### src/design/ccb_pkg.sv
// Shared types and constants for the text console cell buffer.
`timescale 1ns / 1ps

package ccb_pkg;

    localparam int OP_W   = 2;
    localparam int CHAR_W = 8;
    localparam int ROW_W  = 4;
    localparam int COL_W  = 6;

    localparam logic [OP_W-1:0] OP_KEY   = 2'd0;
    localparam logic [OP_W-1:0] OP_CLEAR = 2'd1;
    localparam logic [OP_W-1:0] OP_READ  = 2'd2;

    localparam logic [CHAR_W-1:0] CH_CR    = 8'd13;
    localparam logic [CHAR_W-1:0] CH_LF    = 8'd10;
    localparam logic [CHAR_W-1:0] CH_BS    = 8'd8;
    localparam logic [CHAR_W-1:0] CH_SPACE = 8'h20;

    typedef enum logic [2:0] {
        CMD_NOP,
        CMD_PUT,
        CMD_NEWLINE,
        CMD_BACKSPACE,
        CMD_CLEAR,
        CMD_READ
    } cmd_kind_t;

    typedef struct packed {
        cmd_kind_t         kind;
        logic [CHAR_W-1:0] char_code;
        logic [ROW_W-1:0]  read_row;
        logic [COL_W-1:0]  read_col;
        logic              read_ok;
    } cmd_t;

endpackage

### src/design/ccb_front.sv
// Front end: accepts input beats and classifies them into commands.
`timescale 1ns / 1ps

module ccb_front #(
    parameter int ROWS = 16,
    parameter int COLS = 46
) (
    input  logic                        s_valid,
    output logic                        s_ready,
    input  logic [ccb_pkg::OP_W-1:0]    s_op,
    input  logic [ccb_pkg::CHAR_W-1:0]  s_char_code,
    input  logic [ccb_pkg::ROW_W-1:0]   s_read_row,
    input  logic [ccb_pkg::COL_W-1:0]   s_read_col,
    input  logic                        init_busy,
    output logic                        cmd_valid,
    input  logic                        cmd_ready,
    output ccb_pkg::cmd_t               cmd
);
    import ccb_pkg::*;

    assign s_ready   = cmd_ready && !init_busy;
    assign cmd_valid = s_valid && !init_busy;

    always_comb begin
        cmd.char_code = s_char_code;
        cmd.read_row  = s_read_row;
        cmd.read_col  = s_read_col;
        cmd.read_ok   = (32'(s_read_row) < ROWS) && (32'(s_read_col) < COLS);
        unique case (s_op)
            OP_KEY: begin
                if (s_char_code == CH_CR || s_char_code == CH_LF) begin
                    cmd.kind = CMD_NEWLINE;
                end else if (s_char_code == CH_BS) begin
                    cmd.kind = CMD_BACKSPACE;
                end else begin
                    cmd.kind = CMD_PUT;
                end
            end
            OP_CLEAR: cmd.kind = CMD_CLEAR;
            OP_READ:  cmd.kind = CMD_READ;
            default:  cmd.kind = CMD_NOP;
        endcase
    end

endmodule

### config.mk
export PLATFORM = sky130hd
export DESIGN_NAME = ccb_front
export DESIGN_NICKNAME = d
export VERILOG_FILES = /design/src/design/ccb_pkg.sv /design/src/design/ccb_front.sv
export SDC_FILE = /design/constraint.sdc
export NUM_CORES = 1
export LEC_CHECK = 0
export BUFFER_PORTS_ARGS = -buffer_cell sky130_fd_sc_hd__buf_2
export CAP_MARGIN = 10
export CORE_AREA = 2 2 39 41
export DETAILED_ROUTE_END_ITERATION = 10
export DIE_AREA = 0 0 41 43
export GPL_ROUTABILITY_DRIVEN = 0
export PLACE_DENSITY_LB_ADDON = 0.3
export SLEW_MARGIN = 20
export SYNTH_ARGS = -nofsm -noshare
export SYNTH_HDL_FRONTEND = slang
export SYNTH_SLANG_ARGS = --single-unit
### constraint.sdc
create_clock -name vclk -period 0.8
set_input_delay 0 -clock vclk [all_inputs]
set_output_delay 0 -clock vclk [all_outputs]
set_load 0.01 [all_outputs]
==> impl_metrics.ini, run 1 <==
[timing]
worst_pin_slew_ns = 0.188
period_share = 0.954
max_freq_mhz = 1310
setup_viol = 0
hold_viol_final = 0
rsz0062_at_grt = true
setup_ws_ns = 0.0370
maxSlewViolCount = 0
slew_headroom = 0.874
finalCriticalPeriod_ns = 0.763

[die]
die_area_um2 = 1760
boundaryPins = 47
core_area_um2 = 1380
die_h_um = 43
start_util = 0.205
fp-row-count = 14
die_w_um = 41

[yosys]
post-synth-top-count-cell = buf_4
synth-adder-area-share = 0.0881
yosysSeqAreaShare = 0
synth_top_family_by_area = buffers and inverters
synth_top_area_frac = 0.476
synthXorXnorAreaFrac = 0
ys_warn_count = 0
synth_cells = 36
yosysTopAreaCell = buf_4
synth_area_leaders = buf_4 48%, ha_1 8.8%, nor3b_4 6.6%
synth-simple-area-share = 0.247
muxShareOfSynthArea = 0
synth-compound-area-share = 0.163
syn_area_um2 = 284
syn_avg_cell_area_um2 = 7.89
yosysUniqueCellTypes = 14
syn_nets = 61

[grt]
use_met2 = 0.0969
antenna_found_initial = 0
grt_pass1_wl_um = 614
top_usage_layer = met2
grt_max_degree = 5
use_met1 = 0.0443
grt_pass1_vias = 181
met3_usage = 0.00524
grt_use_total = 0.0470
gr-total-overflow = 0

[place]
place.port_buffers = 37
dp_hpwl_um = 520
dp_slack_ns = 0.00669
placed_area_um2 = 369

[clock_tree]
postCtsHoldBufs = 0
post_cts_buffers = 0

[finish]
nets = 84
seq_cell_count = 0
area_delta_synth_final_pct = 36.6
design_area_um2 = 388
diodes = 0
drive_above_1_share = 0.754
clockBufferCount = 0
seqCellArea_um2 = 0

[drt]
vias = 292
wl_per_cell_um = 7.62
viasPerCell = 4.00
wl_um = 556
ant_nets = 0
drc_errors = 0
drt_iter0_drc = 2
first_pass_iters = 2

[worst_setup_path]
critPathLaunchType = input pin
required_ns = 0.80
cp-end-kind = output pin
worstPathMaxFanout = 2
critical_path_class = input pin to output pin
arrival_ns = 0.76

[power]
p_leak_nw = 0.240
p_per_area_nw_per_um2 = 491
vdd_drop_max_uv = 156

[worst_hold_path]
hold_class = input pin to output pin

[run]
cap_violations = 0

[run_status]
status = complete, no violations
## worst max-delay path: stages
cell and delay, ns:
buf_6 0.10, nor3b_4 0.22, o211ai_2 0.11, nor3b_2 0.18, buf_2 0.15
## metrics by stage
step	TNS [ns]	total power, mW	hold WS (ns)	std cells	util
floorplan	0	0.144	0.0464	36	-
global placement	0	0.181	0.0000686	73	0.267
detailed placement	0	0.182	0.0000686	73	0.267
CTS	0	0.183	0.0000686	73	0.267
global route	-0.0229	0.208	0.0000151	73	0.280
finish	0	0.191	0.00000391	73	0.280
## repair_timing
action / in CTS / in global routing
setup endpoints to repair: 0 / 2
hold endpoints to repair: 0 / 0
gates resized for setup: 0 / 4
## cell families (layout without fill, tap and decap cells)
family,count (synthesis),after routing
AOI/OAI and AO/OA,5,5
buffers and inverters,20,41
adders and majority gates,2,2
and+or+nand+nor,9,9
## worst paths after layout
check | slack (ns) | from | cells after the start | to
setup / recovery | 0.04 | s_char_code[4] | 5 | cmd[20]
hold / removal | 0.000004 | s_read_col[0] | 0 | cmd[1]
## power by group
group	internal, mW	switching, mW
sequential	0	0
clock	0	0
combinational	0.103	0.0879
total	0.103	0.0879
## cell type report
cell class	instances	area, um^2
multi-input cells	16	141
well taps	16	20.0
inverters	2	7.51
fillers	152	996
repair buffers	39	219
## per-layer routing
metal  wire, um  share of wire
met1        188           0.34
met2        268           0.48
met3         99           0.18
met4          0              0
met5          0              0
## layout by cell type (no fill, tap or decap), drive strengths merged
cell type  instances
nor3b              2
a41oi              1
nor2               2
a21o               1
inv                2
nor2b              2
and3               1
and3b              1
o21ai              2
nand2              1
ha                 2
o211ai             1
buf               39
(Power assumes the default switching activity.)
==> run 2, diff against run 1 <==
==> constraint.sdc (replaced) <==
create_clock -name vclk -period 0.8
set_input_delay 0.08 -clock vclk [all_inputs]
set_output_delay 0.08 -clock vclk [all_outputs]
set_load 0.01 [all_outputs]
==> run 2 against run 1 <==
Net effect:
- critical endpoint unchanged
- critical path depth unchanged
- count of clock-buffer cells in the layout unchanged
- total power up 6.5%
- final cell count grew 2.7%
- highest routed layer unchanged
- global-route usage rose by 1.3 points
- routed wire length increased by 5.0%
- sequential cell count did not move
- critical path type unchanged
- worst setup slack got worse by 0.14 ns
- fmax fell by 16%
- the flow now finishes with violations (negative setup slack)
==> impl_metrics.ini, run 2 (synthesis results as in run 1) <==
[run_status]
status = finished, violations left
violations = negative setup slack

[grt]
antenna_found_initial = 0
grt_pass1_wl_um = 807
grt_use_total = 0.0599
grt_pass1_vias = 217
grt_max_degree = 4
gr-total-overflow = 0

[finish]
seq_cell_count = 0
seqCellArea_um2 = 0
diodes = 0
fillCellCount = 155
final_common_cell = buf_2
nets = 86
multiInputGateArea_um2 = 144
final_cells = 75
drive_above_1_share = 0.780
clockBufferCount = 0
area_delta_synth_final_pct = 44.9
final_cell_mix = 33 x buf_2, 4 x buf_6, 4 x buf_4

[worst_setup_path]
worstPathMaxFanout = 2
path_depth = 5
crit_buf_inv = 2
required_ns = 0.72
crit_slowest_cell = nor3b_4
max_stage_delay_ns = 0.22
arrival_ns = 0.83
critical_path_class = input pin to output pin
crit_path_cell_trace = buf_6 -> nor3b_4 -> o211ai_2 -> nor3b_2 -> buf_2
cp-end-kind = output pin
critPathLaunchType = input pin
crit_family = simple AND/OR/NAND/NOR gates

[die]
core_area_um2 = 1380
start_util = 0.205
fp-row-count = 14
boundaryPins = 47
die_w_um = 41
die_h_um = 43
die_area_um2 = 1760

[timing]
setup_ws_ns = -0.108
slew_headroom = 0.876
setup_viol = 2
finalCriticalPeriod_ns = 0.908
max_freq_mhz = 1100
maxSlewViolCount = 0
worst_pin_slew_ns = 0.186
period_share = 1.13
rsz0062_at_grt = true
hold_viol_final = 0

[drt]
drc_errors = 0
drt_iter0_drc = 1
vias = 307
ant_nets = 0
first_pass_iters = 2
wl_per_cell_um = 7.79
wl_um = 584
viasPerCell = 4.09

[power]
p_per_area_nw_per_um2 = 493
p_leak_nw = 0.252
vdd_drop_max_uv = 161
total_power_uw = 203

[worst_hold_path]
min_path_cells = 0
hold_class = input pin to output pin
hold_start = s_read_col[0]
hold_path_end = cmd[1]

[place]
dp_slack_ns = -0.144
dp_hpwl_um = 550
placedCellCount = 75
place.port_buffers = 37

[clock_tree]
postCtsHoldBufs = 0
post_cts_buffers = 0

[run]
cap_violations = 0
[run 2: cell count changes in the layout (fill, tap and decap cells not counted), sizes merged]
cell  change
buf       +2
[run 2: metal layers]
layer,share of wire,up-vias,global-route usage
li1,-,150,-
met1,0.32,130,0.0601
met2,0.51,27,0.119
met3,0.17,0,0.0105
met4,0,0,0.00667
met5,0,-,0
[run 2: cell type report]
| class | instances | area share |
|---|---|---|
| Multi-Input combinational cell | 16 | 0.350 |
| Timing Repair Buffer | 41 | 0.584 |
| Inverter | 2 | 0.0182 |
| Tap cell | 16 | 0.0486 |
[run 2: where the power goes]
group          total (mW)  internal (mW)  switching, mW  leakage [nW]
clock network           0              0              0             0
logic               0.203          0.112         0.0905         0.252
registers               0              0              0             0
[run 2: how the worst max path moves through the flow]
stage | start | end | slack, ns
after floorplan | s_char_code[1] | cmd[20] | 0.09
after global placement | s_char_code[5] | cmd[20] | -0.13
after detailed placement | s_char_code[5] | cmd[20] | -0.14
after CTS | s_char_code[4] | cmd[20] | -0.14
after global routing | s_char_code[5] | cmd[20] | -0.16
final | s_char_code[5] | cmd[20] | -0.11
[run 2: through the flow]
step	TNS (ns)	hold WS (ns)	cell area (um^2)	util
2_1_floorplan	0	0.206	284	-
6_report	-0.175	0.160	412	0.297
3_5_place_dp	-0.260	0.160	384	0.278
3_3_place_gp	-0.250	0.160	384	0.278
5_1_grt	-0.271	0.160	412	0.297
4_1_cts	-0.231	0.160	403	0.291
[run 2: timing repair]
action | in CTS | in global routing
pin swaps | 5 | 3
setup endpoints to repair | 2 | 3
gates resized for setup | 4 | 3
==> run 3, diff against run 2 <==
--- a/config.mk
+++ b/config.mk
@@ -5,6 +5,7 @@
 export SDC_FILE = /design/constraint.sdc
 export NUM_CORES = 1
 export LEC_CHECK = 0
+export ABC_CLOCK_PERIOD_IN_PS = 1200
 export BUFFER_PORTS_ARGS = -buffer_cell sky130_fd_sc_hd__buf_2
 export CAP_MARGIN = 10
 export CORE_AREA = 2 2 39 41
==> constraint.sdc (replaced) <==
create_clock -name vclk -period 1.2
set_input_delay 0.12 -clock vclk [all_inputs]
set_output_delay 0.12 -clock vclk [all_outputs]
set_load 0.01 [all_outputs]
==> run 3 against run 2 <==
Net effect:
- the run now ends clean
- via count is 8.1% lower
- sequential share of layout area did not move
- total power down 43%
- critical path depth did not move
- die area is the same
- combinational power down 43%
- worst setup slack better by 0.31 ns
- sequential cell count stayed put
- final cell count shrank 5.3%
- global-route usage is 0.80 points lower
- hold slack improved by 0.080 ns
- cell area fell by 14%
- critical path type unchanged
==> impl_metrics.ini, run 3 (synthesis results as in run 1) <==
[worst_setup_path]
path_depth = 5
crit_slowest_cell = nor3b_4
critical_path_class = input pin to output pin
worstPathMaxFanout = 2
arrival_ns = 0.88
max_stage_delay_ns = 0.22
cp-end-kind = output pin
critPathLaunchType = input pin
crit_family = simple AND/OR/NAND/NOR gates
critPathLaunch = s_char_code[5]
crit_top_cell = buf_2
crit_buf_inv = 2
crit_path_end = cmd[20]
required_ns = 1.08
crit_path_cell_trace = buf_2 -> nor3b_4 -> o211ai_2 -> nor3b_2 -> buf_2

[run_status]
status = complete, no violations

[grt]
gr-total-overflow = 0
grt_max_degree = 5
grt_pass1_vias = 218
antenna_found_initial = 0
grt_pass1_wl_um = 690
grt_use_total = 0.0519

[drt]
wl_per_cell_um = 7.59
wl_um = 539
drc_errors = 0
ant_nets = 0
vias = 282
drt_iter0_drc = 0
viasPerCell = 3.97
first_pass_iters = 1

[timing]
finalCriticalPeriod_ns = 1.00
setup_viol = 0
rsz0062_at_grt = false
slew_headroom = 0.854
hold_viol_final = 0
worst_pin_slew_ns = 0.218
maxSlewViolCount = 0
tns_ns = 0
max_freq_mhz = 998
period_share = 0.835

[finish]
nets = 82
multiInputGateArea_um2 = 141
seq_cell_count = 0
final_cells = 71
clockBufferCount = 0
seqCellArea_um2 = 0
final_common_cell = buf_2
drive_above_1_share = 0.745
area_delta_synth_final_pct = 24.7
diodes = 0
fillCellCount = 160

[die]
core_area_um2 = 1380
die_area_um2 = 1760
die_h_um = 43
die_w_um = 41
start_util = 0.205
fp-row-count = 14
boundaryPins = 47

[place]
place.port_buffers = 37
dp_hpwl_um = 523
placedCellCount = 71

[clock_tree]
cts_resized = 0
post_cts_buffers = 0
postCtsHoldBufs = 0

[worst_hold_path]
hold_start = s_read_col[0]
min_path_cells = 0
hold_class = input pin to output pin

[power]
p_per_area_nw_per_um2 = 328
p_leak_nw = 0.223
vdd_drop_max_uv = 94.6

[run]
cap_violations = 0
## run 3: cell count changes in the layout (fill, tap and decap cells not counted)
cell	delta
buf_2	+4
nor2_1	+1
nor2_2	-1
o21ai_1	-2
buf_4	-4
o21ai_0	+2
buf_6	-4
## run 3: power by group
part	switching (mW)	internal [mW]
clock network	0	0
logic	0.0576	0.0586
registers	0	0
## run 3: worst min-delay path by stage
stage / endpoint / slack [ns]
floorplan: cmd_valid / 0.29
global placement: cmd[10] / 0.24
detailed placement: cmd[10] / 0.24
CTS: cmd[10] / 0.24
global route: cmd[9] / 0.24
finish: cmd[1] / 0.24
## run 3: through the flow
step | cell area (um^2) | setup WS, ns | utilization | total power, mW | hold slack [ns]
6_report | 354 | 0.198 | 0.256 | 0.116 | 0.240
4_1_cts | 354 | 0.179 | 0.256 | 0.118 | 0.240
3_5_place_dp | 354 | 0.183 | 0.256 | 0.118 | 0.240
5_1_grt | 354 | 0.134 | 0.256 | 0.127 | 0.240
2_1_floorplan | 284 | 0.415 | - | 0.0963 | 0.286
3_3_place_gp | 354 | 0.192 | 0.256 | 0.117 | 0.240
## run 3: final cells by class
class                      count  area share
inverter                       2      0.0212
multi-input combinational     16       0.399
tap                           16      0.0565
timing repair buffer          37       0.523
## run 3: layer usage
layer	routed length [um]	track usage
met1	184	0.0570
met4	0	0.00667
met3	104	0
met2	250	0.103
met5	0	0
