[src/design/ccb_pkg.sv]
// Shared types and constants for the text console cell buffer.
`timescale 1ns / 1ps

package ccb_pkg;

    localparam int OP_W   = 2;
    localparam int CHAR_W = 8;
    localparam int ROW_W  = 4;
    localparam int COL_W  = 6;

    localparam logic [OP_W-1:0] OP_KEY   = 2'd0;
    localparam logic [OP_W-1:0] OP_CLEAR = 2'd1;
    localparam logic [OP_W-1:0] OP_READ  = 2'd2;

    localparam logic [CHAR_W-1:0] CH_CR    = 8'd13;
    localparam logic [CHAR_W-1:0] CH_LF    = 8'd10;
    localparam logic [CHAR_W-1:0] CH_BS    = 8'd8;
    localparam logic [CHAR_W-1:0] CH_SPACE = 8'h20;

    typedef enum logic [2:0] {
        CMD_NOP,
        CMD_PUT,
        CMD_NEWLINE,
        CMD_BACKSPACE,
        CMD_CLEAR,
        CMD_READ
    } cmd_kind_t;

    typedef struct packed {
        cmd_kind_t         kind;
        logic [CHAR_W-1:0] char_code;
        logic [ROW_W-1:0]  read_row;
        logic [COL_W-1:0]  read_col;
        logic              read_ok;
    } cmd_t;

endpackage

[src/design/ccb_fifo.sv]
// Two-entry command queue between the front end and the back end.
`timescale 1ns / 1ps

module ccb_fifo (
    input  logic          aclk,
    input  logic          aresetn,
    input  logic          push_valid,
    output logic          push_ready,
    input  ccb_pkg::cmd_t push_data,
    output logic          pop_valid,
    input  logic          pop_ready,
    output ccb_pkg::cmd_t pop_data
);
    import ccb_pkg::*;

    cmd_t       entry_reg [2];
    logic       wr_ptr_reg, wr_ptr_next;
    logic       rd_ptr_reg, rd_ptr_next;
    logic [1:0] count_reg, count_next;
    logic       push_fire, pop_fire;

    assign push_ready = (count_reg != 2'd2);
    assign pop_valid  = (count_reg != 2'd0);
    assign pop_data   = entry_reg[rd_ptr_reg];
    assign push_fire  = push_valid && push_ready;
    assign pop_fire   = pop_valid && pop_ready;

    always_comb begin
        wr_ptr_next = push_fire ? !wr_ptr_reg : wr_ptr_reg;
        rd_ptr_next = pop_fire ? !rd_ptr_reg : rd_ptr_reg;
        count_next  = count_reg;
        if (push_fire && !pop_fire) begin
            count_next = count_reg + 2'd1;
        end else if (pop_fire && !push_fire) begin
            count_next = count_reg - 2'd1;
        end
    end

    always_ff @(posedge aclk) begin
        if (push_fire) begin
            entry_reg[wr_ptr_reg] <= push_data;
        end
    end

    always_ff @(posedge aclk) begin
        if (!aresetn) begin
            wr_ptr_reg <= 1'b0;
            rd_ptr_reg <= 1'b0;
            count_reg  <= 2'd0;
        end else begin
            wr_ptr_reg <= wr_ptr_next;
            rd_ptr_reg <= rd_ptr_next;
            count_reg  <= count_next;
        end
    end

endmodule

[config.mk]
export PLATFORM = sky130hd
export DESIGN_NAME = ccb_fifo
export DESIGN_NICKNAME = d
export VERILOG_FILES = /design/src/design/ccb_pkg.sv /design/src/design/ccb_fifo.sv
export SDC_FILE = /design/constraint.sdc
export NUM_CORES = 1
export LEC_CHECK = 0
export ABC_AREA = 1
export ABC_CLOCK_PERIOD_IN_PS = 1900
export BUFFER_PORTS_ARGS = -buffer_cell sky130_fd_sc_hd__buf_2
export CAP_MARGIN = 20
export CORE_ASPECT_RATIO = 1.5
export CORE_MARGIN = 5
export CORE_UTILIZATION = 46
export DETAILED_ROUTE_END_ITERATION = 10
export PLACE_DENSITY = 0.85
export REMOVE_ABC_BUFFERS = 1
export SLEW_MARGIN = 10
export SYNTH_ARGS = -nofsm -noshare
export SYNTH_HDL_FRONTEND = slang
export SYNTH_SLANG_ARGS = --single-unit
[constraint.sdc]
create_clock -name aclk -period 1.9 [get_ports aclk]
set_input_delay 0.19 -clock aclk [delete_from_list [all_inputs] [get_ports aclk]]
set_output_delay 0.19 -clock aclk [all_outputs]
set_load 0.005 [all_outputs]
==> key figures, run 1 <==
Die
  • # rows: 28
  • Chip height: 87.3 um
  • Core ar.: 3890 um2
  • Starting Density: 47.2%
  • Total die area: between 5000 and 6000 um2
  • Die width: 61.6 um
  • Ports: 50

Synth
  • Synth top cells by count: edfxtp_1, mux2_2, nand2_1, nor2_1, inv_1
  • Yosys top cell by area: edfxtp_1
  • Top_reg_cell synth: edfxtp_1
  • Most common cell in the netlist: edfxtp_1
  • Cells after Synth: 105
  • Netlist cell types: 15
  • Synthesized flop and latch total: 49
  • Syn. warnings: 0
  • Top cells by area, synth: edfxtp_1, mux2_2, dfxtp_1
  • Sequential share of the synthesized area: 77.5%
  • FFs w/ async S/R, synth: 0%
  • Number of enable flip-flop cells after synthesis: 44
  • Synth top area share: 72.0%
  • Synthesized cell area: 1830 um2
  • Syn_area_per_cell: 17.5 um2

Critical path
  • CP arrival: 1.41 ns
  • Crit end category: output pin
  • Worst Setup Start Kind: flop
  • R2r setup slk: 0.41 ns
  • Slowest CP cell: mux2_2
  • Crit path cell chain: buf_4 > mux2_2 > buf_2
  • Critical Path RT: 1.71 ns
  • CP Class: flop to output pin
  • Crit-path max FO: 22
  • Worst path max stage delay: 0.38 ns

GRT
  • Antenna violations before repair: 0
  • Total global routing track utilization: 12.6%
  • Vias in the first global route: 1085
  • Largest net degree at the start of global routing: 23
  • Gr ovfl total: 0
  • Global-route wire length before repair: around 4800 um

Timing
  • Unrepaired setup endpoints after global routing: no
  • Final Hold Viols: 0
  • Max Freq: between 600 and 700 MHz
  • Final setup viols: 0
  • Slew HR: 71.2%
  • Setup TNS: 0 ns
  • Worst-margin pin slew: about 0.43 ns
  • Max Transition Viols Final: 0
  • Tcrit/Tclk final: 84.0%
  • Fin crit period: 1.60 ns
  • Clk_skew: 0.00457 ns

Drt
  • Wire length per cell: 14.9 um
  • DRC viols: 0
  • Initial drt markers: 27
  • Post-DRT Antenna Nets: 0
  • Total number of vias: 1005
  • TritonRoute pass-1 iters: 4
  • WL final: 3100 um
  • Drt via density: a little under 5

Clock tree
  • CTS H-tree lvls: 2
  • Clock transition at path regs: about 0.080 ns
  • Hold Buf Count CTS: 0
  • Root buffer cell: clkbuf_8
  • CTS buffer count: 5
  • Max clock buf depth: 2
  • Worst-skew pair later-pin latency: 0.29 ns
  • Clock sinks: 49
  • Post-CTS Setup Repair Bufs: 0
  • Post-CTS sizing: 0
  • TritonCTS clock tree: yes

Layout
  • Layout cell share with drive strength beyond 1: 52.8%
  • Area Growth Syn to Fin: 25.4%
  • Final #Nets: 189
  • Register area: 1420 um2
  • Number of flip-flops in the largest register: between 40 and 50
  • # diodes: 0
  • Multi-input logic area: ~370 um2
  • Fill cells: 302

Pwr
  • VDD IR max: 1.07 mV
  • Power per cell area: 1290 nW/um2
  • Total power: approximately 3000 uW
  • Leak: 0.000902 uW

Job
  • Max_cap viols: 0

Placement
  • Gp weighted congestion: approximately 0.69
  • # port buffers: 49
  • HPWL Detailed: 2360 um

Outcome
  • Status: complete, no violations

Worst hold path
  • Hold Path Class: input port to flop
==> worst paths after layout <==
check                                                from                    endpoint  cells past startpoint
worst min-delay path                        push_data[19]  entry_reg[0][19]$_DFFE_PP_                      1
worst min register to register    rd_ptr_reg$_SDFFE_PN0P_                        flop                      2
worst max register to register  count_reg[0]$_SDFFE_PN0P_   entry_reg[1][8]$_DFFE_PP_                      5
worst max-delay path                                 flop                 pop_data[6]                      3
==> worst max-delay path: cells and delay by family (launching register included) <==
| kind | cells | cell delay (ns) |
|---|---|---|
| DFF | 1 | 0.32 |
| muxes | 1 | 0.38 |
| buffers and inverters | 2 | 0.41 |
==> kinds of logic (layout without fill, tap and decap cells) <==
| kind of cell | count (synthesis) | count (layout) | share of synthesized area, % |
|---|---|---|---|
| buffers and inverters | 10 | 68 | 2.86 |
| multiplexers | 22 | 22 | 13.5 |
| AO/OA/AOI/OAI | 4 | 4 | 1.23 |
| AND/OR/NAND/NOR | 19 | 19 | 4.23 |
| flip-flops | 49 | 49 | 77.5 |
| adder cells (fa/ha/maj) | 1 | 1 | 0.682 |
==> cell usage in the layout, fill, tap and decap left out, drive strengths merged <==
master	instances
nand4	1
ha	1
o21ai	2
mux2	22
bufinv	2
o21a	1
edfxtp	44
nand2	9
inv	8
nand3	1
clkinv	1
buf	52
a21oi	1
clkbuf	5
nor2	8
dfxtp	5
==> where the power goes <==
part	leakage (uW)	internal (uW)	switching (uW)	total [uW]
clock	0.0000681	522	314	836
combinational	0.000383	354	365	719
sequential	0.000452	1360	54.2	1420
total	0.000902	2240	733	2970
==> stage by stage <==
step                cells  area (um2)  hold slack [ns]  utilization, %  worst slack, ns
global route          208        2300           0.0533            59.1            0.239
CTS                   208        2300           0.0661            59.1            0.283
finish                208        2300           0.0808            59.1            0.305
detailed placement    200        2170            0.382            55.7            0.388
floorplan             103        1810            0.289               -         0.000249
global placement      200        2170            0.380            55.7            0.494
==> routing by layer <==
| metal | vias to the layer above | GRT usage, % | wire length, um |
|---|---|---|---|
| met3 | 7 | 4.45 | 242 |
| met1 | 463 | 13.0 | 1110 |
| met5 | - | 0 | 0 |
| li1 | 498 | - | - |
| met2 | 37 | 21.8 | 1680 |
| met4 | 0 | 5.79 | 63 |
==> layout make-up <==
type | instances | share of cell area [%]
clock buffer | 5 | 2.99
multi-input combinational | 46 | 15.9
tap | 45 | 2.45
inverter | 8 | 1.31
sequential | 49 | 61.8
clock inverter | 3 | 2.83
timing repair buffer | 52 | 12.7
Power figures use the tool's default switching activity.
==> run 2, diff against run 1 <==
--- a/config.mk
+++ b/config.mk
@@ -6,14 +6,14 @@
 export NUM_CORES = 1
 export LEC_CHECK = 0
 export ABC_AREA = 1
-export ABC_CLOCK_PERIOD_IN_PS = 1900
+export ABC_CLOCK_PERIOD_IN_PS = 1600
 export BUFFER_PORTS_ARGS = -buffer_cell sky130_fd_sc_hd__buf_2
 export CAP_MARGIN = 20
 export CORE_ASPECT_RATIO = 1.5
 export CORE_MARGIN = 5
-export CORE_UTILIZATION = 46
+export CORE_UTILIZATION = 51
 export DETAILED_ROUTE_END_ITERATION = 10
-export PLACE_DENSITY = 0.85
+export PLACE_DENSITY = 0.89
 export REMOVE_ABC_BUFFERS = 1
 export SLEW_MARGIN = 10
 export SYNTH_ARGS = -nofsm -noshare
==> constraint.sdc (replaced) <==
create_clock -name aclk -period 1.6 [get_ports aclk]
set_input_delay 0.16 -clock aclk [delete_from_list [all_inputs] [get_ports aclk]]
set_output_delay 0.16 -clock aclk [all_outputs]
set_load 0.005 [all_outputs]
==> run 2 against run 1 <==
Net effect: sequential share of layout area increased by 1.6 points; power up 8.4%; clock power shrank 21%; core utilization is 5.9 points higher; setup slack worse by 0.20 ns; non-clock buffer count increased by 3; critical path type unchanged.
==> key figures, run 2 (synthesized netlist as in run 1, its figures left out) <==
Outcome
  • Status: complete, no violations

Placement
  • Post-Place Cells: 200
  • HPWL Detailed: 2420 um
  • Dpl cell area: 2160 um2
  • Place WS: 0.100 ns
  • # port buffers: a little under 50
  • Gp weighted congestion: ~0.6

Layout
  • Number of flip-flops in the largest register: 44
  • Post-Layout Inst Area: 2240 um2
  • Final Non-Filler Cells: 208
  • Area Growth Syn to Fin: 22.2%
  • Final #Nets: 192
  • Commonest non-fill, non-tap cells in the layout: buf_2, edfxtp_1, mux2_2
  • Final core occ: between 60% and 70%
  • Commonest non-fill, non-tap cell in the layout: buf_2
  • Layout cell share with drive strength beyond 1: 52.4%
  • # diodes: 0

Drt
  • Initial drt markers: 21
  • WL final: 3230 um
  • Post-DRT Antenna Nets: 0
  • TritonRoute pass-1 iters: 4
  • Total number of vias: 1080
  • Drt via density: 5.19
  • Wire length per cell: between 15 and 20 um
  • DRC viols: 0

Critical path
  • CP Class: flop to output pin
  • Slowest CP cell: mux2_2
  • Crit end category: output pin
  • Worst R2R End: count_reg[1]$_SDFFE_PN0P_
  • Crit-path max FO: 13
  • Critical Path RT: 1.44 ns
  • Worst Setup Start Kind: flop
  • Worst path max stage delay: approximately 0.36 ns
  • R2r setup slk: roughly 0.12 ns
  • FF-to-FF path depth: 10
  • Reg-to-Reg Start: count_reg[0]$_SDFFE_PN0P_
  • Crit path cell chain: buf_4 > mux2_2 > buf_2
  • CP arrival: 1.33 ns

Timing
  • Final setup viols: 0
  • Worst-margin pin slew: approximately 0.18 ns
  • Slew HR: 88.0%
  • Fin crit period: 1.49 ns
  • Max Freq: 671 MHz
  • Max Transition Viols Final: 0
  • Clk_skew: 0.00447 ns
  • Tcrit/Tclk final: between 90% and 100%
  • Final WS setup: 0.110 ns
  • Final Hold Viols: 0
  • Unrepaired setup endpoints after global routing: no

Die
  • Die width: 59.0 um
  • Core ar.: around 3400 um2
  • Total die area: 4920 um2
  • Chip height: 83.5 um
  • # rows: 26
  • Ports: 50
  • Starting Density: 53.2%

Job
  • Max_cap viols: 0

Worst hold path
  • Hold Path Stages: 1
  • Hold Path Class: input port to flop
  • Source of the worst hold timing path: push_data[21]
  • Worst Hold End: entry_reg[0][21]$_DFFE_PP_

GRT
  • Vias in the first global route: 1132
  • Global-route wire length before repair: approximately 5200 um
  • Gr ovfl total: 0
  • Largest net degree at the start of global routing: 14
  • Antenna violations before repair: 0
  • Total global routing track utilization: 14.6%

Pwr
  • Power per cell area: 1440 nW/um2
  • VDD IR max: 1.09 mV
  • Total power: between 3000 and 4000 uW
  • Leak: 0.000883 uW

Clock tree
  • Post-CTS Setup Repair Bufs: 0
  • CTS H-tree lvls: 2
  • Root buffer cell: clkbuf_8
  • CTS buffer count: 5
  • TritonCTS clock tree: yes
  • Post-CTS sizing: 0
  • Hold Buf Count CTS: 0
  • Worst-skew pair later-pin latency: 0.29 ns
  • Clock sinks: slightly below 50
  • Clock transition at path regs: 0.08 ns
  • Max clock buf depth: 2
run 2: cell types whose count changed in the layout (fill, tap and decap cells not counted):
cell | previous run | this run
buf_4 | 1 | 6
clkbuf_1 | 0 | 3
buf_12 | 2 | 0
bufinv_16 | 2 | 0
clkinv_2 | 1 | 0
nand2_1 | 8 | 7
nand2_2 | 1 | 2
run 2: final cells by class:
type                            count  area [um2]
Clock buffer                        8        80.1
Fill cell                         268        1210
Inverter                            8        30.0
Multi-Input combinational cell     46         368
Sequential cell                    49        1420
Tap cell                           42        52.6
Timing Repair Buffer               55         290
run 2: critical path, delay by kind of cell (launching register included):
family | cells | cell delay, ns
buffers and inverters | 2 | 0.34
DFF | 1 | 0.33
muxes | 1 | 0.36
run 2: through the flow:
| stage | hold slack (ns) | setup TNS, ns |
|---|---|---|
| floorplan | 0.259 | -13.19 |
| global placement | 0.349 | 0 |
| detailed placement | 0.351 | 0 |
| CTS | 0.0345 | 0 |
| global route | 0.0304 | 0 |
| finish | 0.0474 | 0 |
run 2: how the worst max path moves through the flow:
stage                              start                        end  slack (ns)  cells past startpoint
2_1_floorplan  count_reg[0]$_SDFFE_PN0P_  entry_reg[1][0]$_DFFE_PP_       -0.30                      4
3_3_place_gp   count_reg[0]$_SDFFE_PN0P_  count_reg[1]$_SDFFE_PN0P_        0.30                     10
3_5_place_dp   count_reg[0]$_SDFFE_PN0P_  count_reg[1]$_SDFFE_PN0P_        0.10                     10
4_1_cts        count_reg[0]$_SDFFE_PN0P_  count_reg[1]$_SDFFE_PN0P_        0.08                     10
5_1_grt                             flop               pop_data[12]        0.03                      3
6_report                            flop               pop_data[12]        0.11                      3
run 2: routing by layer:
metal | vias up | share of wire [%] | GRT usage, %
met2 | 34 | 57 | 25.4
li1 | 503 | - | -
met4 | 0 | 2.7 | 7.42
met5 | - | 0 | 0
met1 | 534 | 34 | 15.0
met3 | 9 | 6.2 | 4.49
run 2: where the power goes:
group / internal, uW / switching, uW
Clock: 310 / 353
Sequential: 1620 / 68.3
Combinational: 418 / 452
Total: 2350 / 873
==> run 3, diff against run 2 <==
--- a/config.mk
+++ b/config.mk
@@ -9,7 +9,7 @@
 export ABC_CLOCK_PERIOD_IN_PS = 1600
 export BUFFER_PORTS_ARGS = -buffer_cell sky130_fd_sc_hd__buf_2
 export CAP_MARGIN = 20
-export CORE_ASPECT_RATIO = 1.5
+export CORE_ASPECT_RATIO = 1.2
 export CORE_MARGIN = 5
 export CORE_UTILIZATION = 51
 export DETAILED_ROUTE_END_ITERATION = 10
==> run 3 against run 2 <==
Net effect: clock power rose by 0.8%; global-route usage is 0.11 points lower; sequential share of layout area grew 0.11 points; core utilization increased by 0.90 points; power hardly changed; count of clock-buffer cells in the layout decreased by 2; cell area down 0.17%; via count down 1.9%; sequential cell count stayed put; cell count down 2.4%; combinational power shrank 0.5%; register-to-register slack improved by 0.04 ns; critical endpoint is now pop_data[5]; largest power group unchanged; highest routed layer unchanged.
==> key figures, run 3 (synthesized netlist as in run 1, its figures left out) <==
Outcome
  • Status: complete, no violations

Critical path
  • Crit end category: output pin
  • Reg-to-Reg Start: count_reg[1]$_SDFFE_PN0P_
  • Worst Setup Start Kind: flop
  • Crit path cell chain: buf_4 > mux2_2 > buf_2
  • Critical path's top delay family: multiplexers
  • CP Buf/Inv Count: 2
  • Crit-path max FO: 13
  • Worst path max stage delay: approximately 0.36 ns
  • CP Class: flop to output pin
  • CP arrival: 1.33 ns
  • Slowest CP cell: mux2_2
  • Critical Path RT: approximately 1.4 ns

Layout
  • Commonest non-fill, non-tap cells in the layout: buf_2, edfxtp_1, mux2_2
  • Layout cell share with drive strength beyond 1: 53.6%
  • # diodes: 0
  • Multi-input logic area: 368 um2
  • Commonest non-fill, non-tap cell in the layout: buf_2
  • Fill cells: 256
  • Post-Layout Inst Area: 2240 um2
  • Number of flip-flops in the largest register: 44
  • Register area: 1420 um2
  • Area Growth Syn to Fin: 22.0%
  • Final #Nets: 192
  • Final core occ: between 60% and 70%

Drt
  • Drt via density: approximately 5.2
  • Wire length per cell: 15.7 um
  • Total number of vias: 1059
  • TritonRoute pass-1 iters: 4
  • WL final: ~3200 um
  • Post-DRT Antenna Nets: 0
  • DRC viols: 0
  • Initial drt markers: 35

GRT
  • Global-route wire length before repair: 5180 um
  • Antenna violations before repair: 0
  • Largest net degree at the start of global routing: 15
  • Vias in the first global route: 1136
  • Total global routing track utilization: 14.4%
  • Gr ovfl total: 0

Die
  • Chip height: between 70 and 80 um
  • # rows: 23
  • Starting Density: 54.0%
  • Core ar.: roughly 3400 um2
  • Ports: 50
  • Die width: 64.7 um
  • Total die area: 4900 um2

Clock tree
  • CTS buffer count: 5
  • Root buffer cell: clkbuf_8
  • CTS H-tree lvls: 2
  • TritonCTS clock tree: yes
  • Max clock buf depth: 2
  • Clock transition at path regs: 0.08 ns
  • Hold Buf Count CTS: 0
  • Worst-skew pair later-pin latency: 0.29 ns
  • Clock sinks: 49

Timing
  • Final Hold Viols: 0
  • Unrepaired setup endpoints after global routing: no
  • Max Transition Viols Final: 0
  • Clk_skew: 0.00481 ns
  • Setup TNS: 0 ns
  • Tcrit/Tclk final: 92.9%
  • Final setup viols: 0
  • Worst-margin pin slew: 0.180 ns
  • Worst hold margin: between 0.05 and 0.06 ns
  • Slew HR: 88.0%
  • Max Freq: ~670 MHz
  • Fin crit period: 1.49 ns

Placement
  • Gp weighted congestion: roughly 0.73
  • HPWL Detailed: 2380 um
  • # port buffers: about 50
  • Dpl cell area: 2150 um2

Pwr
  • VDD IR max: ~1.0 mV
  • Power per cell area: ~1400 nW/um2
  • Leak: 0.000888 uW

Job
  • Max_cap viols: 0

Worst hold path
  • Hold Path Class: input port to flop
  • Source of the worst hold timing path: push_data[8]
[run 3: cell types whose count changed in the layout (fill, tap and decap cells not counted), sizes merged]
| cell | before | now |
|---|---|---|
| clkbuf | 8 | 6 |
| clkinv | 0 | 2 |
[run 3: area by class of cell]
type	count	share of cell area [%]
multi-input cells	46	16.4
well taps	37	2.07
clock inverters	2	0.447
repair buffers	55	13.0
inverters	8	1.34
flip-flops and latches	49	63.5
clock buffers	6	3.24
[run 3: routing by layer]
layer	vias to the layer above	GRT usage (%)	part of all wire, %
met1	497	14.5	34
met5	-	0	0
li1	502	-	-
met4	0	7.75	2.8
met3	10	5.75	10
met2	50	25.9	53
[run 3: final timing paths]
| path | endpoint | slack, ns | cells past startpoint |
|---|---|---|---|
| worst max-delay path | pop_data[5] | 0.11 | 3 |
| worst min-delay path | entry_reg[0][8]$_DFFE_PP_ | 0.05 | 1 |
| worst max register to register | count_reg[1]$_SDFFE_PN0P_ | 0.16 | 9 |
| worst min register to register | rd_ptr_reg$_SDFFE_PN0P_ | 0.52 | 2 |
[run 3: through the flow]
stage	std cells	power (uW)	worst slack (ns)
2_1_floorplan	103	2190	-0.300
3_3_place_gp	195	2510	0.301
3_5_place_dp	195	2590	0.134
4_1_cts	203	3260	0.0926
5_1_grt	203	3410	0.0313
6_report	203	3220	0.114
[run 3: power by group]
part	internal, uW	total, uW	switching (uW)	leakage (uW)
logic	420	866	446	0.000391
registers	1620	1690	66.7	0.000452
clock network	303	668	365	0.0000450
total	2340	3220	878	0.000888
[run 3: repair_timing]
action                                  CTS  global route
endpoints found under the setup margin    0             1
buffers inserted                          0             0
resized for setup                         0             1
